File: config.mk
export PLATFORM = sky130hd
export DESIGN_NAME = dpp_front
export DESIGN_NICKNAME = d
export VERILOG_FILES = /design/src/rtl/depth_pixel_to_point_top_defines.svh /design/src/rtl/dpp_pkg.sv /design/src/rtl/dpp_front.sv
export SDC_FILE = /design/constraint.sdc
export NUM_CORES = 1
export LEC_CHECK = 0
export ABC_AREA = 1
export BUFFER_PORTS_ARGS = -buffer_cell sky130_fd_sc_hd__buf_2
export CAP_MARGIN = 20
export CORE_ASPECT_RATIO = 0.6
export CORE_UTILIZATION = 44
export CTS_BUF_LIST = sky130_fd_sc_hd__clkbuf_2
export DETAILED_ROUTE_END_ITERATION = 12
export PLACE_DENSITY = 0.79
export SKIP_CTS_REPAIR_TIMING = 1
export SYNTH_ARGS = -nofsm -noshare
export SYNTH_HDL_FRONTEND = slang
export SYNTH_SLANG_ARGS = --single-unit
File: constraint.sdc
create_clock -name clk -period 4.22 [get_ports clk]
set_input_delay 1.055 -clock clk [delete_from_list [all_inputs] [get_ports clk]]
set_output_delay 1.055 -clock clk [all_outputs]
set_load 0.02 [all_outputs]
File: src/rtl/depth_pixel_to_point_top_defines.svh
// Assertion macros shared by the RTL. They expect clk and rst_n in scope.
`ifndef DEPTH_PIXEL_TO_POINT_TOP_DEFINES_SVH
`define DEPTH_PIXEL_TO_POINT_TOP_DEFINES_SVH

// Checks that a condition implies another one in the same cycle.
`define DPP_ASSERT_IMP(lbl, a, b, msg) \
    lbl: assert property (@(posedge clk) disable iff (!rst_n) (a) |-> (b)) else $error(msg);

// Checks that a condition implies another one in the next cycle.
`define DPP_ASSERT_NXT(lbl, a, b, msg) \
    lbl: assert property (@(posedge clk) disable iff (!rst_n) (a) |=> (b)) else $error(msg);

`endif

File: src/rtl/dpp_pkg.sv
`default_nettype none

package dpp_pkg;

    localparam int COORD_BITS = 12;
    localparam int DEPTH_BITS = 16;
    localparam int COLOR_BITS = 8;
    localparam int CENTER_W   = 12;
    localparam int SCALE_W    = 24;
    localparam int Q_FRAC     = 16;
    localparam int POINT_W    = 32;
    localparam int RGB_W      = 3 * COLOR_BITS;

    localparam int OFF_W = (COORD_BITS > CENTER_W) ? COORD_BITS : CENTER_W;
    localparam int P1_W  = OFF_W + DEPTH_BITS;
    localparam int P2_W  = P1_W + SCALE_W;
    localparam int Y_W   = DEPTH_BITS + SCALE_W;

    localparam int IN_BITS   = DEPTH_BITS + 2 * COORD_BITS + RGB_W;
    localparam int S_TDATA_W = ((IN_BITS + 7) / 8) * 8;
    localparam int OUT_BITS  = 3 * POINT_W + RGB_W;
    localparam int M_TDATA_W = ((OUT_BITS + 7) / 8) * 8;

    localparam int NUM_REGS = 5;
    localparam int DATA_W   = 32;
    localparam int ADDR_W   = $clog2(NUM_REGS * 4);
    localparam int IDX_W    = ADDR_W - 2;

    localparam logic [CENTER_W-1:0] CENTER_X_RST    = CENTER_W'(160);
    localparam logic [CENTER_W-1:0] CENTER_Y_RST    = CENTER_W'(120);
    localparam logic [SCALE_W-1:0]  RECIP_X_RST     = SCALE_W'(35791);
    localparam logic [SCALE_W-1:0]  RECIP_Y_RST     = SCALE_W'(35791);
    localparam logic [SCALE_W-1:0]  RECIP_DEPTH_RST = SCALE_W'(4294967);

    typedef enum logic [IDX_W-1:0] {
        REG_CENTER_X,
        REG_CENTER_Y,
        REG_RECIP_X,
        REG_RECIP_Y,
        REG_RECIP_DEPTH
    } reg_idx_t;

    typedef struct packed {
        logic [CENTER_W-1:0] center_x;
        logic [CENTER_W-1:0] center_y;
        logic [SCALE_W-1:0]  recip_x;
        logic [SCALE_W-1:0]  recip_y;
        logic [SCALE_W-1:0]  recip_depth;
    } cfg_t;

    typedef struct packed {
        logic                  x_neg;
        logic [OFF_W-1:0]      x_off;
        logic                  z_neg;
        logic [OFF_W-1:0]      z_off;
        logic [DEPTH_BITS-1:0] depth;
        logic [RGB_W-1:0]      color;
    } front_t;

    typedef struct packed {
        logic             x_neg;
        logic [P1_W-1:0]  x_p1;
        logic             z_neg;
        logic [P1_W-1:0]  z_p1;
        logic [Y_W-1:0]   y_mag;
        logic [RGB_W-1:0] color;
    } mid_t;

    typedef struct packed {
        logic             x_neg;
        logic [P2_W-1:0]  x_mag;
        logic             z_neg;
        logic [P2_W-1:0]  z_mag;
        logic [Y_W-1:0]   y_mag;
        logic [RGB_W-1:0] color;
    } prod_t;

endpackage

`default_nettype wire

File: src/rtl/dpp_front.sv
`default_nettype none

module dpp_front (
    input  wire logic                           clk,
    input  wire logic                           rst_n,
    input  wire dpp_pkg::cfg_t                  cfg,
    input  wire logic                           in_valid,
    output logic                                in_ready,
    input  wire logic [dpp_pkg::DEPTH_BITS-1:0] depth,
    input  wire logic [dpp_pkg::COORD_BITS-1:0] column,
    input  wire logic [dpp_pkg::COORD_BITS-1:0] row,
    input  wire logic [dpp_pkg::COLOR_BITS-1:0] red,
    input  wire logic [dpp_pkg::COLOR_BITS-1:0] green,
    input  wire logic [dpp_pkg::COLOR_BITS-1:0] blue,
    output logic                                out_valid,
    input  wire logic                           out_ready,
    output dpp_pkg::front_t                     out_data
);

    logic                            valid_reg;
    logic                            valid_next;
    dpp_pkg::front_t                 data_reg;
    dpp_pkg::front_t                 data_next;
    logic [dpp_pkg::OFF_W-1:0]       col_w;
    logic [dpp_pkg::OFF_W-1:0]       row_w;
    logic [dpp_pkg::OFF_W-1:0]       cx_w;
    logic [dpp_pkg::OFF_W-1:0]       cy_w;

    assign in_ready  = !valid_reg || out_ready;
    assign out_valid = valid_reg;
    assign out_data  = data_reg;

    assign col_w = dpp_pkg::OFF_W'(column);
    assign row_w = dpp_pkg::OFF_W'(row);
    assign cx_w  = dpp_pkg::OFF_W'(cfg.center_x);
    assign cy_w  = dpp_pkg::OFF_W'(cfg.center_y);

    // A pixel with no depth measurement is taken but dropped here.
    assign valid_next = in_valid && (depth != '0);

    always_comb
    begin
        data_next.x_neg = col_w < cx_w;
        data_next.x_off = data_next.x_neg ? (cx_w - col_w) : (col_w - cx_w);
        // The camera row axis points down, so the output z uses center minus row.
        data_next.z_neg = cy_w < row_w;
        data_next.z_off = data_next.z_neg ? (row_w - cy_w) : (cy_w - row_w);
        data_next.depth = depth;
        data_next.color = {red, green, blue};
    end

    always_ff @(posedge clk or negedge rst_n)
    begin
        if (!rst_n)
        begin
            valid_reg <= 1'b0;
        end
        else if (in_ready)
        begin
            valid_reg <= valid_next;
        end
    end

    always_ff @(posedge clk)
    begin
        if (in_ready && valid_next)
        begin
            data_reg <= data_next;
        end
    end

endmodule

`default_nettype wire

==> metrics.txt <==
final slew viol count=0; sequential fraction of the synthesis area=0.394; cell-internal power=1170 uW; final setup vio count=0; final setup TNS=0 ps; DR vias=4660; fillers=1014; IO Pins=232; most frequent cells in the layout=229 x nand2_1, 159 x buf_2, 126 x inv_1; Total Power=1860 uW; Critical Path Max Stage Delay=~470 ps; sequential fraction of design power=0.439; Startpoint Class=input pin; TritonCTS clock tree=built; first-pass GRT wire length=19600 um; ratio of cells with drive above 1 in the final layout=0.257; Cell Chain, Critical Path=buf_2 -> inv_1 -> ha_1 -> fa_1 -> nor2_2 -> nor2_2 -> inv_2 -> nand2_2 -> nand2_2 -> nand2_2 -> nand2_4 -> inv_4 -> nand2_1 -> nand2_1; clock share of power=0.227; peak supply drop=192 uV; Overall Global Routing Usage=0.213; MaxCap Viol Count=0; die footprint=about 12000 sq um; n_diodes=0; most used cell along the critical path=nand2_2; syn nets=865; family with the most delay on the worst path=simple AND/OR/NAND/NOR gates; GRT overflow=0; Detail Placement HPWL=10300 um; combinational share of power=0.334; Crit. End Element=flop; synth warn=0; DRC=0; synthesis-to-layout area growth=20.1%; crit path time final=around 2600 ps; Critical Path Slowest Stage Cell=fa_1; via/cell ratio=4.87; register bit total from synthesis=67; worst-skew pair later-pin latency=approximately 560 ps; die width=between 100 and 150 um; Final ANT Viol Nets=0; gpl congestion=~0.96; Buf/Inv on CP=4; Hold Path Class=input pin to async pin; design area=6110 sq um; CTS sink count=67; RSZ-0062 raised after global routing=no; Post-Syn Area=approximately 5100 sq um; Worst Path Required=4500 ps; Bufs on Longest Clock Path=2; root buffer cell=clkbuf_2; Final period util=0.605; Area after DPL=5990 sq um; Die H=85.3 um; skew final=between 40 and 50 ps; critical path type=input pin to flop; leakage=0.00340 uW; relative slew slack=0.698; Yosys cell types=30; Worst-Margin Slew=453 ps; Reg clk slew, reported paths=190 ps; largest net degree at the start of global routing=38; outcome=completed; row count=29; Fin. Hold Viols=0; Pre-Repair DR Iteration Count=5; commonest non-fill, non-tap cell in the layout=nand2_1; CTS Buf Count=9; Port Buf Inserts=159; Core Box Area=~11000 sq um; power density over the cells=304 nW/um^2; Arr. time, crit path=2830 ps; Max Fclk=around 400 MHz; Synth Area per Inst=approximately 7.8 sq um; initial antenna violation count=0; vias in the first global route=between 4000 and 5000; WL/cell=13.1 um; iteration-0 DRC count of the detailed router=367; Initial Util=0.467; Nets=1027; crit-path max FO=14; Detailed Route WL=12600 um; H-tree depth=3; Post-Synthesis Cells=651; switching share of power=0.372; P_sw=691 uW
## synth_stat cells
master / n / area, sq um
nand2_2: 9 / 56.3
a21oi_2: 1 / 8.76
fa_1: 4 / 80.1
xor2_1: 13 / 114
clkbuf_2: 3 / 15.0
o21bai_1: 3 / 22.5
nor2_2: 4 / 25.0
inv_2: 2 / 7.51
nand4_1: 17 / 106
nor4_1: 2 / 12.5
a21oi_1: 19 / 95.1
o21ai_0: 9 / 45.0
nor3_1: 2 / 10.0
buf_8: 1 / 15.0
o21ai_2: 5 / 43.8
nand2_1: 229 / 860
edfxtp_1: 66 / 1980
dfrtp_1: 1 / 25.0
xnor2_1: 3 / 26.3
nand3b_1: 6 / 45.0
ha_1: 46 / 576
nor2_4: 2 / 22.5
nand2_4: 4 / 45.0
inv_1: 126 / 473
nand3_1: 25 / 125
nor2_1: 38 / 143
inv_4: 2 / 12.5
a21oi_4: 1 / 16.3
or2_2: 2 / 12.5
buf_6: 6 / 67.6
## power groups by stage
stage / clock (uW) / sequential (uW) / combinational [uW]
2_1_floorplan: 0 / 899 / 369
3_3_place_gp: 0 / 828 / 602
3_5_place_dp: 0 / 830 / 613
4_1_cts: 441 / 815 / 615
5_1_grt: 459 / 820 / 690
6_report: 422 / 815 / 620
## layout make-up
| type | instances | area [sq um] | area share |
|---|---|---|---|
| multi-input combinational | 444 | 2500 | 0.409 |
| sequential | 67 | 2010 | 0.328 |
| timing repair buffer | 161 | 811 | 0.133 |
| inverter | 130 | 493 | 0.0807 |
| tap | 139 | 174 | 0.0285 |
| clock inverter | 7 | 81.3 | 0.0133 |
| clock buffer | 9 | 45.0 | 0.00737 |
## routing by layer
| layer | up-vias | track usage | wire [um] |
|---|---|---|---|
| li1 | 2359 | - | - |
| met1 | 2064 | 0.295 | 5980 |
| met2 | 221 | 0.317 | 5140 |
| met3 | 16 | 0.0756 | 1340 |
| met4 | 0 | 0.0514 | 133 |
| met5 | - | 0 | 0 |
## per-stage QoR
| stage | utilization | instances | hold WS [ps] | setup WS, ps |
|---|---|---|---|---|
| 3_5_place_dp | 0.550 | 941 | 600 | 1140 |
| 5_1_grt | 0.561 | 957 | 197 | 1610 |
| 6_report | 0.561 | 957 | 267 | 1670 |
| 2_1_floorplan | - | 651 | 759 | 671 |
| 3_3_place_gp | 0.550 | 941 | 572 | 1140 |
| 4_1_cts | 0.561 | 957 | 209 | 1670 |
## logic make-up (layout without fill, tap and decap cells)
| family | Yosys count | after routing | synth area share |
|---|---|---|---|
| simple gates | 340 | 340 | 0.288 |
| xor+xnor | 16 | 16 | 0.0275 |
| fa+ha+maj | 50 | 50 | 0.129 |
| compound gates | 38 | 38 | 0.0455 |
| buf+inv | 140 | 307 | 0.116 |
| flops | 67 | 67 | 0.394 |
## worst paths after layout
path,start,end,slack [ps],cells after the start
max,cfg[72],out_data[50],1670,14
min,rst_n,out_valid,270,1
max reg2reg,out_valid,out_data[6],2840,2
min reg2reg,out_valid,out_valid,640,2
max in group asynchronous,rst_n,out_valid,3870,1
min in group clk,out_valid,out_valid,640,2
## flip-flops by register name, summed over array words and instances (netlist names)
signal	count
out_data	66
out_valid	1
Power figures use the tool's default switching activity.
