## config.mk

```make
export PLATFORM = sky130hd
export DESIGN_NAME = dpp_sat
export DESIGN_NICKNAME = d
export VERILOG_FILES = /design/src/rtl/depth_pixel_to_point_top_defines.svh /design/src/rtl/dpp_pkg.sv /design/src/rtl/dpp_sat.sv
export SDC_FILE = /design/constraint.sdc
export NUM_CORES = 1
export LEC_CHECK = 0
export ABC_AREA = 0
export BUFFER_PORTS_ARGS = -buffer_cell sky130_fd_sc_hd__buf_2
export CAP_MARGIN = 10
export CORE_UTILIZATION = 45
export CTS_BUF_LIST = sky130_fd_sc_hd__clkbuf_8
export CTS_CLUSTER_SIZE = 8
export DETAILED_ROUTE_END_ITERATION = 10
export GPL_ROUTABILITY_DRIVEN = 0
export PLACE_DENSITY = 0.75
export SLEW_MARGIN = 25
export SYNTH_ARGS = -nofsm -noshare
export SYNTH_HDL_FRONTEND = slang
export SYNTH_SLANG_ARGS = --single-unit
```

## constraint.sdc

```tcl
create_clock -name clk -period 3.5 [get_ports clk]
set_input_delay 0.7 -clock clk [delete_from_list [all_inputs] [get_ports clk]]
set_output_delay 0.7 -clock clk [all_outputs]
set_load 0.005 [all_outputs]
```

## src/rtl/depth_pixel_to_point_top_defines.svh

```systemverilog
// Assertion macros shared by the RTL. They expect clk and rst_n in scope.
`ifndef DEPTH_PIXEL_TO_POINT_TOP_DEFINES_SVH
`define DEPTH_PIXEL_TO_POINT_TOP_DEFINES_SVH

// Checks that a condition implies another one in the same cycle.
`define DPP_ASSERT_IMP(lbl, a, b, msg) \
    lbl: assert property (@(posedge clk) disable iff (!rst_n) (a) |-> (b)) else $error(msg);

// Checks that a condition implies another one in the next cycle.
`define DPP_ASSERT_NXT(lbl, a, b, msg) \
    lbl: assert property (@(posedge clk) disable iff (!rst_n) (a) |=> (b)) else $error(msg);

`endif

```

## src/rtl/dpp_pkg.sv

```systemverilog
`default_nettype none

package dpp_pkg;

    localparam int COORD_BITS = 12;
    localparam int DEPTH_BITS = 16;
    localparam int COLOR_BITS = 8;
    localparam int CENTER_W   = 12;
    localparam int SCALE_W    = 24;
    localparam int Q_FRAC     = 16;
    localparam int POINT_W    = 32;
    localparam int RGB_W      = 3 * COLOR_BITS;

    localparam int OFF_W = (COORD_BITS > CENTER_W) ? COORD_BITS : CENTER_W;
    localparam int P1_W  = OFF_W + DEPTH_BITS;
    localparam int P2_W  = P1_W + SCALE_W;
    localparam int Y_W   = DEPTH_BITS + SCALE_W;

    localparam int IN_BITS   = DEPTH_BITS + 2 * COORD_BITS + RGB_W;
    localparam int S_TDATA_W = ((IN_BITS + 7) / 8) * 8;
    localparam int OUT_BITS  = 3 * POINT_W + RGB_W;
    localparam int M_TDATA_W = ((OUT_BITS + 7) / 8) * 8;

    localparam int NUM_REGS = 5;
    localparam int DATA_W   = 32;
    localparam int ADDR_W   = $clog2(NUM_REGS * 4);
    localparam int IDX_W    = ADDR_W - 2;

    localparam logic [CENTER_W-1:0] CENTER_X_RST    = CENTER_W'(160);
    localparam logic [CENTER_W-1:0] CENTER_Y_RST    = CENTER_W'(120);
    localparam logic [SCALE_W-1:0]  RECIP_X_RST     = SCALE_W'(35791);
    localparam logic [SCALE_W-1:0]  RECIP_Y_RST     = SCALE_W'(35791);
    localparam logic [SCALE_W-1:0]  RECIP_DEPTH_RST = SCALE_W'(4294967);

    typedef enum logic [IDX_W-1:0] {
        REG_CENTER_X,
        REG_CENTER_Y,
        REG_RECIP_X,
        REG_RECIP_Y,
        REG_RECIP_DEPTH
    } reg_idx_t;

    typedef struct packed {
        logic [CENTER_W-1:0] center_x;
        logic [CENTER_W-1:0] center_y;
        logic [SCALE_W-1:0]  recip_x;
        logic [SCALE_W-1:0]  recip_y;
        logic [SCALE_W-1:0]  recip_depth;
    } cfg_t;

    typedef struct packed {
        logic                  x_neg;
        logic [OFF_W-1:0]      x_off;
        logic                  z_neg;
        logic [OFF_W-1:0]      z_off;
        logic [DEPTH_BITS-1:0] depth;
        logic [RGB_W-1:0]      color;
    } front_t;

    typedef struct packed {
        logic             x_neg;
        logic [P1_W-1:0]  x_p1;
        logic             z_neg;
        logic [P1_W-1:0]  z_p1;
        logic [Y_W-1:0]   y_mag;
        logic [RGB_W-1:0] color;
    } mid_t;

    typedef struct packed {
        logic             x_neg;
        logic [P2_W-1:0]  x_mag;
        logic             z_neg;
        logic [P2_W-1:0]  z_mag;
        logic [Y_W-1:0]   y_mag;
        logic [RGB_W-1:0] color;
    } prod_t;

endpackage

`default_nettype wire

```

## src/rtl/dpp_sat.sv

```systemverilog
`default_nettype none

module dpp_sat (
    input  wire logic                          clk,
    input  wire logic                          rst_n,
    input  wire logic                          in_valid,
    output logic                               in_ready,
    input  wire dpp_pkg::prod_t                in_data,
    output logic                               out_valid,
    input  wire logic                          out_ready,
    output logic [dpp_pkg::M_TDATA_W-1:0]      out_data
);

    localparam int R_W = dpp_pkg::P2_W - dpp_pkg::Q_FRAC + 1;

    logic                                 valid_reg;
    logic [dpp_pkg::M_TDATA_W-1:0]        data_reg;
    logic [dpp_pkg::M_TDATA_W-1:0]        data_next;
    logic [dpp_pkg::POINT_W-1:0]          px;
    logic [dpp_pkg::POINT_W-1:0]          py;
    logic [dpp_pkg::POINT_W-1:0]          pz;

    // Rounds the magnitude half away from zero, applies the sign and saturates.
    function automatic logic [dpp_pkg::POINT_W-1:0] to_q16(
        input logic                    neg,
        input logic [dpp_pkg::P2_W-1:0] mag
    );
        logic [dpp_pkg::P2_W:0]        sum;
        logic [R_W-1:0]                r;
        logic [dpp_pkg::POINT_W-1:0]   q;
        sum = {1'b0, mag} + (dpp_pkg::P2_W + 1)'(1 << (dpp_pkg::Q_FRAC - 1));
        r   = sum[dpp_pkg::P2_W:dpp_pkg::Q_FRAC];
        if (neg)
        begin
            if (r >= R_W'(1) << (dpp_pkg::POINT_W - 1))
                q = {1'b1, {(dpp_pkg::POINT_W - 1){1'b0}}};
            else
                q = '0 - r[dpp_pkg::POINT_W-1:0];
        end
        else
        begin
            if (r > R_W'({(dpp_pkg::POINT_W - 1){1'b1}}))
                q = {1'b0, {(dpp_pkg::POINT_W - 1){1'b1}}};
            else
                q = r[dpp_pkg::POINT_W-1:0];
        end
        return q;
    endfunction

    assign in_ready  = !valid_reg || out_ready;
    assign out_valid = valid_reg;
    assign out_data  = data_reg;

    always_comb
    begin
        px = to_q16(in_data.x_neg, in_data.x_mag);
        py = to_q16(1'b0, dpp_pkg::P2_W'(in_data.y_mag));
        pz = to_q16(in_data.z_neg, in_data.z_mag);
        data_next = dpp_pkg::M_TDATA_W'({in_data.color, pz, py, px});
    end

    always_ff @(posedge clk or negedge rst_n)
    begin
        if (!rst_n)
        begin
            valid_reg <= 1'b0;
        end
        else if (in_ready)
        begin
            valid_reg <= in_valid;
        end
    end

    always_ff @(posedge clk)
    begin
        if (in_ready && in_valid)
        begin
            data_reg <= data_next;
        end
    end

endmodule

`default_nettype wire

```

==> run_results.csv <==
group,metric,value,unit
timing,fin_tns_setup,0,ps
clock_tree,h-tree-depth,4,
logic_synthesis,synth_top_area_share,41.4,%
logic_synthesis,syn_avg_cell_area,9.77,um2
global_route,grt_pass1_vias,7330,
hold_path,min_to,"out_data[98]",
power_and_ir_drop,ir_drop,0.248,mV
timing,setup_viol,0,
cells_and_area,drive_above_1_share,38.4,%
detailed_routing,vias,8035,
floorplan,fp.dieH,137,um
worst_setup_path,ff2ff_setup_slack,1770,ps
worst_setup_path,startpoint_type,"input port",
clock_tree,clk_latency,420,ps
worst_setup_path,critPathLaunch,"in_data[82]",
worst_setup_path,worst-endpoint-arrival,3390,ps
clock_tree,clk_pin_slew,80,ps
worst_setup_path,path_class,"input port to flop",
floorplan,core-area,17500,um2
placement,dp.cells,1404,
worst_setup_path,cp_max_fo,7,
timing,finalCriticalPeriod,3230,ps
logic_synthesis,seq_area_frac_synth,41.7,%
placement,place_area,10600,um2
cells_and_area,instances_no_fill,1437,
placement,port_buffers,243,
hold_path,min_path_type,"input port to flop",
hold_path,hold-path-cell-count,1,
hold_path,min_from,"in_data[2]",
floorplan,dieArea,18800,um2
logic_synthesis,ys.warnings.count,0,
cells_and_area,final_cell_mix,"243 x buf_2, 143 x buf_4, 113 x edfxtp_1",
global_route,overflow,0,
logic_synthesis,synth_area,8200,um2
timing,relSlewSlack,50.9,%
global_route,antenna_found_initial,0,
run_status,status,"finished clean",
timing,skew,10.7,ps
timing,tightest_slew,735,ps
worst_setup_path,required,3660,ps
worst_setup_path,rr_worst_depth,3,
logic_synthesis,netlist_top_cells_area,"edfxtp_1 41%, xnor2_1 7.5%, xor2_1 4.4%, nand3_1 3.6%, o21ai_0 3.1%",
cells_and_area,antenna_cells,0,
cells_and_area,layout_commonest_cell,"buf_2",
detailed_routing,drt_iter0_markers,790,
cells_and_area,finalNetCount,1380,
global_route,grt_pass1_wl,35900,um
timing,max_freq,309,MHz
timing,rsz0062_at_grt,"false",
power_and_ir_drop,p_per_area,321,nW/um2
logic_synthesis,synth-edff-count,113,
detailed_routing,avgViaCountPerCell,5.59,
global_route,grt_max_degree,56,
clock_tree,cts_made_buffers,17,
floorplan,rows,48,
floorplan,io_pins,296,
timing,hold_violations,0,
run,cap_violations,0,
logic_synthesis,ys.flop_type,"edfxtp_1",
global_route,gr-usage-all-layers,24.6,%
detailed_routing,wl,23500,um
timing,maxSlewViolCount,0,
detailed_routing,wl_per_cell,16.3,um
clock_tree,cts-root-buf,"clkbuf_8",
logic_synthesis,async_flop_share,0.877,%
floorplan,die_x,137,um
worst_setup_path,end_kind,"flop",
clock_tree,cts_max_path_buffers,2,
cells_and_area,area_growth_syn_to_layout,33.9,%
clock_tree,clock-sinks,114,
detailed_routing,route.detailed.drc,0,
clock_tree,cts_resized,0,
logic_synthesis,synth_area_leader_cell,"edfxtp_1",
power_and_ir_drop,p_leak,0.00428,uW
placement,dp_hpwl,18600,um
timing,hold_ws,449,ps
floorplan,start_util,46.8,%
logic_synthesis,synthCells,839,
worst_setup_path,rr_endpoint,"out_data[73]",
worst_setup_path,r2r-start,"out_valid",
clock_tree,cts_tree,"built",
timing,fin_crit_sh,92.3,%
logic_synthesis,ys_types,74,
cells_and_area,final_area,11000,um2
logic_synthesis,ys_ff_latch,114,
power_and_ir_drop,fin_total_pwr,3530,uW
detailed_routing,dr.pass1.iters,5,
detailed_routing,ant_nets,0,
[Yosys cell counts, types with 15 or more instances]
master / instances
and3_1: 30
buf_4: 15
clkbuf_1: 27
edfxtp_1: 113
inv_1: 18
nand2_1: 61
nand3_1: 59
nand4_1: 26
nor2_1: 45
nor3_1: 22
nor4_1: 24
o211ai_1: 21
o21ai_0: 50
o31ai_1: 16
xnor2_1: 70
xor2_1: 41
[cell families after synthesis]
family	after synthesis	share of synthesized area (%)
AOI/OAI and AO/OA	164	13.7
xor gates and xnor gates	111	11.9
adders and majority gates	7	1.07
buffers and inverters	74	4.58
DFF	114	41.7
muxes	7	0.976
other	1	0.0457
and+or+nand+nor	361	26.0
[final cells by class]
type                       count  area (um2)
inverter                      19        71.3
multi-input combinational    657        4470
fill                        1483        6550
sequential                   114        3420
timing repair buffer         390        2360
clock inverter                15         149
clock buffer                  17         234
tap                          225         282
[registers in the layout (all words and copies together), names as in the netlist]
name / cells
out_data: 113
out_valid: 1
[critical path, stage by stage]
cell	delay [ps]
buf_2	150
nand4_1	230
or4_1	710
o31a_1	330
nor4_1	300
buf_4	170
nand4_1	130
o41ai_2	400
xnor2_1	160
o21ai_1	100
[metrics by stage]
stage	worst slack, ps	util [%]
final	268	62.6
after global routing	99.5	62.6
after CTS	321	62.6
after detailed placement	-129	60.4
after global placement	-73.6	60.4
after floorplan	6.71	-
[what timing repair did]
action / 4_1_cts / 5_1_grt
endpoints found under the hold margin: 0 / 1
buffers inserted: 0 / 0
hold buffers: 0 / 1
[worst max-delay path by stage]
stage | end | slack [ps] | cells after the start
floorplan | out_data[29] | 7 | 10
global placement | out_data[83] | -70 | 12
detailed placement | out_data[89] | -130 | 12
CTS | out_data[89] | 320 | 12
global route | out_data[89] | 100 | 10
finish | out_data[94] | 270 | 10
[report_power, final]
| part | internal (uW) | leakage, uW | switching (uW) |
|---|---|---|---|
| logic | 320 | 0.00302 | 386 |
| clock network | 583 | 0.000186 | 620 |
| registers | 1600 | 0.00108 | 22.0 |
[per-layer routing]
| layer | GRT usage [%] | share of wire (%) | vias up |
|---|---|---|---|
| met3 | 3.67 | 6.2 | 53 |
| met4 | 10.5 | 2.8 | 0 |
| li1 | - | - | 3920 |
| met5 | 0 | 0 | - |
| met1 | 31.1 | 42 | 3749 |
| met2 | 41.7 | 48 | 313 |
No activity file was read; power rests on OpenSTA's default activity.
