===== src/rtl/depth_pixel_to_point_top_defines.svh =====
// Assertion macros shared by the RTL. They expect clk and rst_n in scope.
`ifndef DEPTH_PIXEL_TO_POINT_TOP_DEFINES_SVH
`define DEPTH_PIXEL_TO_POINT_TOP_DEFINES_SVH

// Checks that a condition implies another one in the same cycle.
`define DPP_ASSERT_IMP(lbl, a, b, msg) \
    lbl: assert property (@(posedge clk) disable iff (!rst_n) (a) |-> (b)) else $error(msg);

// Checks that a condition implies another one in the next cycle.
`define DPP_ASSERT_NXT(lbl, a, b, msg) \
    lbl: assert property (@(posedge clk) disable iff (!rst_n) (a) |=> (b)) else $error(msg);

`endif


===== src/rtl/dpp_pkg.sv =====
`default_nettype none

package dpp_pkg;

    localparam int COORD_BITS = 12;
    localparam int DEPTH_BITS = 16;
    localparam int COLOR_BITS = 8;
    localparam int CENTER_W   = 12;
    localparam int SCALE_W    = 24;
    localparam int Q_FRAC     = 16;
    localparam int POINT_W    = 32;
    localparam int RGB_W      = 3 * COLOR_BITS;

    localparam int OFF_W = (COORD_BITS > CENTER_W) ? COORD_BITS : CENTER_W;
    localparam int P1_W  = OFF_W + DEPTH_BITS;
    localparam int P2_W  = P1_W + SCALE_W;
    localparam int Y_W   = DEPTH_BITS + SCALE_W;

    localparam int IN_BITS   = DEPTH_BITS + 2 * COORD_BITS + RGB_W;
    localparam int S_TDATA_W = ((IN_BITS + 7) / 8) * 8;
    localparam int OUT_BITS  = 3 * POINT_W + RGB_W;
    localparam int M_TDATA_W = ((OUT_BITS + 7) / 8) * 8;

    localparam int NUM_REGS = 5;
    localparam int DATA_W   = 32;
    localparam int ADDR_W   = $clog2(NUM_REGS * 4);
    localparam int IDX_W    = ADDR_W - 2;

    localparam logic [CENTER_W-1:0] CENTER_X_RST    = CENTER_W'(160);
    localparam logic [CENTER_W-1:0] CENTER_Y_RST    = CENTER_W'(120);
    localparam logic [SCALE_W-1:0]  RECIP_X_RST     = SCALE_W'(35791);
    localparam logic [SCALE_W-1:0]  RECIP_Y_RST     = SCALE_W'(35791);
    localparam logic [SCALE_W-1:0]  RECIP_DEPTH_RST = SCALE_W'(4294967);

    typedef enum logic [IDX_W-1:0] {
        REG_CENTER_X,
        REG_CENTER_Y,
        REG_RECIP_X,
        REG_RECIP_Y,
        REG_RECIP_DEPTH
    } reg_idx_t;

    typedef struct packed {
        logic [CENTER_W-1:0] center_x;
        logic [CENTER_W-1:0] center_y;
        logic [SCALE_W-1:0]  recip_x;
        logic [SCALE_W-1:0]  recip_y;
        logic [SCALE_W-1:0]  recip_depth;
    } cfg_t;

    typedef struct packed {
        logic                  x_neg;
        logic [OFF_W-1:0]      x_off;
        logic                  z_neg;
        logic [OFF_W-1:0]      z_off;
        logic [DEPTH_BITS-1:0] depth;
        logic [RGB_W-1:0]      color;
    } front_t;

    typedef struct packed {
        logic             x_neg;
        logic [P1_W-1:0]  x_p1;
        logic             z_neg;
        logic [P1_W-1:0]  z_p1;
        logic [Y_W-1:0]   y_mag;
        logic [RGB_W-1:0] color;
    } mid_t;

    typedef struct packed {
        logic             x_neg;
        logic [P2_W-1:0]  x_mag;
        logic             z_neg;
        logic [P2_W-1:0]  z_mag;
        logic [Y_W-1:0]   y_mag;
        logic [RGB_W-1:0] color;
    } prod_t;

endpackage

`default_nettype wire


===== src/rtl/dpp_cfg.sv =====
`default_nettype none

module dpp_cfg (
    input  wire logic                       clk,
    input  wire logic                       rst_n,
    input  wire logic                       psel,
    input  wire logic                       penable,
    input  wire logic                       pwrite,
    input  wire logic [dpp_pkg::ADDR_W-1:0] paddr,
    input  wire logic [dpp_pkg::DATA_W-1:0] pwdata,
    output logic      [dpp_pkg::DATA_W-1:0] prdata,
    output logic                            pready,
    output dpp_pkg::cfg_t                   cfg
);

    dpp_pkg::cfg_t     cfg_reg;
    dpp_pkg::cfg_t     cfg_next;
    dpp_pkg::reg_idx_t idx;
    logic              wr_en;

    assign idx    = dpp_pkg::reg_idx_t'(paddr[dpp_pkg::ADDR_W-1:2]);
    assign wr_en  = psel && penable && pwrite && pready;
    assign pready = 1'b1;
    assign cfg    = cfg_reg;

    always_comb
    begin
        cfg_next = cfg_reg;
        if (wr_en)
        begin
            case (idx)
                dpp_pkg::REG_CENTER_X:    cfg_next.center_x    = pwdata[dpp_pkg::CENTER_W-1:0];
                dpp_pkg::REG_CENTER_Y:    cfg_next.center_y    = pwdata[dpp_pkg::CENTER_W-1:0];
                dpp_pkg::REG_RECIP_X:     cfg_next.recip_x     = pwdata[dpp_pkg::SCALE_W-1:0];
                dpp_pkg::REG_RECIP_Y:     cfg_next.recip_y     = pwdata[dpp_pkg::SCALE_W-1:0];
                dpp_pkg::REG_RECIP_DEPTH: cfg_next.recip_depth = pwdata[dpp_pkg::SCALE_W-1:0];
                default:                  cfg_next = cfg_reg;
            endcase
        end
    end

    always_comb
    begin
        case (idx)
            dpp_pkg::REG_CENTER_X:    prdata = dpp_pkg::DATA_W'(cfg_reg.center_x);
            dpp_pkg::REG_CENTER_Y:    prdata = dpp_pkg::DATA_W'(cfg_reg.center_y);
            dpp_pkg::REG_RECIP_X:     prdata = dpp_pkg::DATA_W'(cfg_reg.recip_x);
            dpp_pkg::REG_RECIP_Y:     prdata = dpp_pkg::DATA_W'(cfg_reg.recip_y);
            dpp_pkg::REG_RECIP_DEPTH: prdata = dpp_pkg::DATA_W'(cfg_reg.recip_depth);
            default:                  prdata = '0;
        endcase
    end

    always_ff @(posedge clk or negedge rst_n)
    begin
        if (!rst_n)
        begin
            cfg_reg.center_x    <= dpp_pkg::CENTER_X_RST;
            cfg_reg.center_y    <= dpp_pkg::CENTER_Y_RST;
            cfg_reg.recip_x     <= dpp_pkg::RECIP_X_RST;
            cfg_reg.recip_y     <= dpp_pkg::RECIP_Y_RST;
            cfg_reg.recip_depth <= dpp_pkg::RECIP_DEPTH_RST;
        end
        else
        begin
            cfg_reg <= cfg_next;
        end
    end

endmodule

`default_nettype wire


===== config.mk =====
export PLATFORM = sky130hd
export DESIGN_NAME = dpp_cfg
export DESIGN_NICKNAME = d
export VERILOG_FILES = /design/src/rtl/depth_pixel_to_point_top_defines.svh /design/src/rtl/dpp_pkg.sv /design/src/rtl/dpp_cfg.sv
export SDC_FILE = /design/constraint.sdc
export NUM_CORES = 1
export LEC_CHECK = 0
export ABC_AREA = 1
export BUFFER_PORTS_ARGS = -buffer_cell sky130_fd_sc_hd__buf_2
export CORE_UTILIZATION = 50
export CTS_BUF_LIST = sky130_fd_sc_hd__clkbuf_4
export CTS_CLUSTER_SIZE = 10
export DETAILED_ROUTE_END_ITERATION = 8
export GPL_TIMING_DRIVEN = 0
export PLACE_DENSITY = 0.81
export SYNTH_ARGS = -nofsm -noshare
export SYNTH_HDL_FRONTEND = slang
export SYNTH_SLANG_ARGS = --single-unit

===== constraint.sdc =====
create_clock -name clk -period 1.5 [get_ports clk]
set_input_delay 0.15 -clock clk [delete_from_list [all_inputs] [get_ports clk]]
set_output_delay 0.15 -clock clk [all_outputs]
set_load 0.02 [all_outputs]

==> metrics.md, run 1 <==
| Metric | Value |
|---|---|
| Status | `complete, but fails checks` |
| Failing checks | `setup timing` |
| Worst-Skew Late Latency | `about 0.43 ns` |
| Yosys reg bits | `96` |
| Total track usage | `30.7%` |
| Synth top area cells | `dfrtp_1, dfstp_2, nand2_1` |
| Router iterations before antenna repair | `8` |
| Setup WS post-layout | `-0.0942 ns` |
| Share of cells above drive strength 1 | `a little over a third` |
| Via Count | `roughly 4,800` |
| Drc violations | `0` |
| Placement Setup Slack | `-0.347 ns` |
| Met1 usage | `41.4%` |
| CP Data Required Time | `between 1 and 1.5 ns` |
| Relative slew slack | `between 60% and 70%` |
| RR Endpoint | `cfg[2]$_DFFE_PN1P_` |
| Synth cell types | `22` |
| Seq/Total Area, Yosys | `a little over half` |
| Die height | `about 97 um` |
| Met2 usage | `roughly half` |
| Vias/cell | `roughly 5.4` |
| Grt peak-use layer | `met2` |
| Gpl congestion | `about 0.9` |
| Total gr overflow | `0` |
| I/O pin cnt | `roughly 170` |
| Synth top area share | `approximately 33%` |
| Initial antenna violation count | `0` |
| Max VDD drop | `just under 700 uV` |
| Most frequent cells in the layout | `nand2_1, buf_2, o21ai_0` |
| RSZ-0062 raised after global routing | `true` |
| Most common cell after layout, fill and taps aside | `nand2_1` |
| Vias in the first global route | `4,493` |
| Die width | `97.1 um` |
| First-pass GRT wire length | `between 20,000 and 25,000 um` |
| Row cnt | `34` |
| CP Launch Type | `register` |
| Post-Syn Area | `4520 um^2` |
| Hold Crit Class | `in2async` |
| Worst Setup End Kind | `output pin` |
| Final Hold Viols | `0` |
| Layout net count | `816` |
| Final HPWL DP | `between 10,000 and 15,000 um` |
| Worst R2R Start | `cfg[2]$_DFFE_PN1P_` |
| CTS tree | `done` |
| Synth Warn # | `0` |
| Worst Setup SP | `cfg[78]$_DFFE_PN1P_` |
| Max-Cap Viols | `0` |
| # clock sinks | `96` |
| Max Clk Rate | `~630 MHz` |
| Power Density | `1220 nW/um^2` |
| Num CTS Buffers | `9` |
| WS Path Type | `reg2out` |
| Placed insts | `roughly 820` |
| Largest net degree at the start of global routing | `70` |
| # port buffers | `150` |
| Max FFs per register | `96` |
| Core area | `between 8000 and 9000 um^2` |
| Period utilisation layout | `106%` |
| CP max FO | `3` |
| Final std cells w/o fill | `between 800 and 900` |
| Post-Syn Instances | `555` |
| Setup violators final | `13` |
| Syn_area_per_cell | `8.15 um^2` |
| Worst path most repeated cell | `nand2_1` |
| Initial core utilization | `about 52%` |
| Final Max Slew Viols | `0` |
| Die area | `9430 um^2` |
| Fin crit period | `approximately 1.6 ns` |
| DRT iter0 DRCs | `around 370` |
| Worst EP arrival | `1.44 ns` |
| Number of nets with antenna violations after routing | `0` |
| Ant diodes | `0` |
| Maximum clock path buffer count | `2` |
| Leading area contributor after synthesis | `dfrtp_1` |
| WL final | `approximately 14,000 um` |
| Slowest stage delay, CP | `slightly below 0.6 ns` |
| Reg2Reg Depth | `3` |
| Reg2reg setup slack | `roughly 0.6 ns` |
| Worst Tran Pin Value | `a little over 0.5 ns` |
| Final Skew | `0 ns` |
| Pleak | `around 0.0033 uW` |
| Routed len/inst | `~16 um` |
| Clock transition at path regs | `around 0.15 ns` |
| Crit-path cells | `nand4_1 > nand2_1 > nor2_1 > nand2_1 > buf_6` |
| Slowest-stage cell, CP | `dfstp_2` |
| Area Growth Syn to Fin | `37.5%` |
| H-tree levels | `3` |
| Root Driver | `clkbuf_4` |
| GR Layer Usage met3 | `under 10%` |
metal layers:
layer / routed length [um] / up-vias
met2: 6880 / 305
met5: 0 / -
met3: 1450 / 30
met4: 314 / 0
li1: - / 2210
met1: 5830 / 2214
area by class of cell:
class | count | area [um^2]
Buffer | 40 | 248
Clock buffer | 9 | 67.6
Clock inverter | 7 | 62.6
Fill cell | 695 | 2500
Inverter | 54 | 213
Multi-Input combinational cell | 372 | 1730
Sequential cell | 96 | 2450
Tap cell | 108 | 135
Timing Repair Buffer | 201 | 1310
critical path: cells and delay by family (launching register included):
family	cells	cell delay, ns
DFF	1	0.58
and+or+nand+nor	4	0.32
buffers and inverters	1	0.12
timing repair:
action | in CTS | in global routing
setup buffers | 19 | 6
endpoints found under the hold margin | 76 | 0
hold buffers | 25 | 0
resized for setup | 48 | 26
pin swaps | 16 | 25
endpoints found under the setup margin | 24 | 24
power by group:
group	internal (uW)	leakage (uW)	switching [uW]
Sequential	3220	0.00114	406
Combinational	970	0.00211	1620
Clock	493	0.0000668	887
Total	4680	0.00331	2920
metrics by stage:
stage               TNS [ns]  cell area [um^2]  power, uW  util [%]  hold slack [ns]
CTS                   -0.587              6120       7500      70.2            0.152
global route           -1.37              6220       7940      71.3            0.163
global placement      -38.00              5440       5830      62.3            0.363
finish                -0.598              6220       7600      71.3            0.139
detailed placement    -10.23              5470       5920      62.7           0.0884
floorplan                  0              4550       4970         -           -0.146
cell usage after synthesis:
cell	n
inv_1	52
nor2_8	1
conb_1	2
clkbuf_1	15
dfrtp_1	60
nand4_1	17
dfstp_2	36
o211ai_1	12
o21ai_1	25
nor2_2	1
buf_1	1
nor3_4	1
o21ai_0	71
nand3_1	26
inv_2	2
nor2_1	21
nand2_2	2
buf_2	11
buf_4	13
nor2_4	1
nand3_2	1
nand2_1	184
worst max-delay path by stage:
stage,endpoint,slack [ns],cells after the start
2_1_floorplan,prdata[12],0.16,5
3_3_place_gp,cfg[64]$_DFFE_PN0P_,-0.49,1
3_5_place_dp,prdata[22],-0.35,7
4_1_cts,prdata[6],-0.08,5
5_1_grt,prdata[6],-0.14,5
6_report,prdata[6],-0.09,5
cell families (layout without fill, tap and decap cells):
family / count (synthesis) / in the layout / share of synthesized area [%]
flops: 96 / 96 / 54.1
simple gates: 255 / 255 / 23.9
other cells: 2 / 9 / 0.166
compound gates: 108 / 108 / 12.6
buf+inv: 94 / 311 / 9.18
(Power assumes the default switching activity.)
==> run 2: changes to the inputs <==
Settings changed: CORE_UTILIZATION 50 to 30, PLACE_DENSITY 0.81 to unset, REMOVE_ABC_BUFFERS set to 1.
==> metrics.md, run 2 (synthesized netlist as in run 1, its figures left out) <==
| Metric | Value |
|---|---|
| Status | `complete, but fails checks` |
| Failing checks | `DRC, setup timing` |
| Die area | `15,600 um^2 (+65%)` |
| First-pass GRT wire length | `23,000 um (+1.1%)` |
| Total gr overflow | `0 (unchanged)` |
| Worst Setup End Kind | `output pin` |
| Largest net degree at the start of global routing | `62 (-11%)` |
| Via Count | `4,382 (-7.9%)` |
| Highest metal used | `met4` |
| Placement Setup Slack | `-1.62 ns (-1.27 ns)` |
| Gpl congestion | `0.726 (-21%)` |
| Fin crit period | `1.57 ns (-0.0237 ns)` |
| Hold Crit Class | `in2async` |
| Pleak | `0.00327 uW (-1.2%)` |
| DRT iter0 DRCs | `314 (-16%)` |
| Final Skew | `0 ns (unchanged)` |
| CP Launch Type | `register` |
| # port buffers | `151 (+0.67%)` |
| Initial core utilization | `30.9% (-21 points)` |
| Worst-Skew Late Latency | `0.45 ns (+0.02 ns)` |
| Root Driver | `clkbuf_4` |
| Area Growth Syn to Fin | `39.1%` |
| Core area | `14,600 um^2 (+68%)` |
| Clock transition at path regs | `0.15 ns (about the same)` |
| Setup WS post-layout | `-0.0705 ns (+0.0237 ns)` |
| Most frequent cells in the layout | `nand2_1, buf_2, o21ai_0` |
| Final HPWL DP | `8830 um (-12%)` |
| CP max FO | `3 (unchanged)` |
| Met2 WL | `6770 um (-1.5%)` |
| Number of nets with antenna violations after routing | `0 (unchanged)` |
| WS Path Type | `reg2out` |
| Worst EP arrival | `1.42 ns (-0.02 ns)` |
| Reg2Reg Depth | `4 (+1)` |
| Drc violations | `26 (+26)` |
| Max Clk Rate | `637 MHz (+1.5%)` |
| Layout net count | `792 (-2.9%)` |
| Share of cells above drive strength 1 | `35.2% (-0.84 points)` |
| Final Hold Viols | `0 (unchanged)` |
| Die height | `125 um (+29%)` |
| Row cnt | `44 (+29%)` |
| Num CTS Buffers | `9 (unchanged)` |
| I/O pin cnt | `171 (unchanged)` |
| Most common cell after layout, fill and taps aside | `nand2_1` |
| Total track usage | `19.3% (-11 points)` |
| # clock sinks | `96 (unchanged)` |
| Setup violators final | `12 (-1)` |
| Relative slew slack | `44.0% (-22 points)` |
| Final std cells w/o fill | `939 (+5.9%)` |
| Placed insts | `859 (+4.6%)` |
| WL final | `14,400 um (-0.22%)` |
| Met3 WL post-DR | `814 um (-44%)` |
| Power Density | `1220 nW/um^2 (-0.30%)` |
| Initial antenna violation count | `0 (unchanged)` |
| Die width | `125 um (+29%)` |
| CTS tree | `done` |
| Max-Cap Viols | `0 (unchanged)` |
| H-tree levels | `3 (unchanged)` |
| Wire length on met1 | `6630 um (+14%)` |
| CP Data Required Time | `1.35 ns (about the same)` |
| Ant diodes | `0 (unchanged)` |
| Max VDD drop | `478 uV (-31%)` |
| Final Max Slew Viols | `0 (unchanged)` |
| Vias in the first global route | `4,085 (-9.1%)` |
| RSZ-0062 raised after global routing | `true` |
| Routed len/inst | `15.4 um (-5.7%)` |
| Vias/cell | `4.67 (-13%)` |
| Router iterations before antenna repair | `8 (unchanged)` |
| Maximum clock path buffer count | `2 (unchanged)` |
| Worst Tran Pin Value | `0.838 ns (+0.324 ns)` |
| Period utilisation layout | `105% (-1.6 points)` |
| Max FFs per register | `96 (unchanged)` |
## run 2: cell count changes in the layout (fill, tap and decap cells not counted), moves of 3 or more
cell / delta
nand2_2: -4
clkbuf_1: -10
buf_6: +3
buf_2: -27
inv_1: -3
buf_4: +12
## run 2: repair_timing
action                                  in CTS  in global routing
hold endpoints to repair                   128                  0
endpoints found under the setup margin     108                 63
pin swaps                                   14                 21
buffers inserted                            26                 11
hold buffers                                25                  0
gates resized for setup                     44                 38
cloned                                       2                  0
## run 2: final cells by class
cell class | instances | area [um^2]
tap | 184 | 230
timing repair buffer | 215 | 1500
clock inverter | 6 | 60.1
fill | 1520 | 8350
inverter | 54 | 216
sequential | 96 | 2450
timing repair inverter | 1 | 7.51
multi-input combinational | 373 | 1750
clock buffer | 10 | 75.1
## run 2: worst paths after layout
kind	from	to	slack [ns]
setup / recovery	cfg[26]$_DFFE_PN1P_	prdata[2]	-0.07
hold / removal	rst_n	cfg[79]$_DFFE_PN0P_	0.17
setup reg to reg	cfg[82]$_DFFE_PN0P_	cfg[82]$_DFFE_PN0P_	0.59
hold reg to reg	cfg[25]$_DFFE_PN1P_	cfg[25]$_DFFE_PN1P_	0.49
max in group asynchronous	rst_n	cfg[5]$_DFFE_PN1P_	0.59
min in group clk	paddr[3]	cfg[31]$_DFFE_PN1P_	0.31
## run 2: metal layers
layer	GRT usage [%]	vias to the layer above
met5	0	-
met4	6.83	0
met3	3.82	13
met2	30.6	140
met1	26.1	2079
li1	-	2150
## run 2: per-stage QoR
stage	hold slack [ns]	TNS, ns	power [uW]	utilization [%]	area, um^2
floorplan	-0.146	-23.64	4920	-	4340
global placement	0.368	-250.91	5830	36.3	5320
detailed placement	0.145	-133.85	5870	36.7	5370
CTS	0.148	-1.37	7620	41.8	6120
global route	0.166	-2.47	8170	43.0	6290
finish	0.174	-0.561	7660	43.0	6290
## run 2: power breakdown
group | leakage, uW | total (uW) | switching (uW) | internal (uW)
registers | 0.00114 | 3590 | 370 | 3220
clock network | 0.0000738 | 1400 | 881 | 520
logic | 0.00206 | 2670 | 1620 | 1050
total | 0.00327 | 7660 | 2870 | 4790
## run 2: critical path, stage by stage (launching register included)
cell	delay [ns]
dfstp_2	0.57
nand4_1	0.09
nand2_1	0.09
nor2_1	0.04
nand2_1	0.07
buf_6	0.11
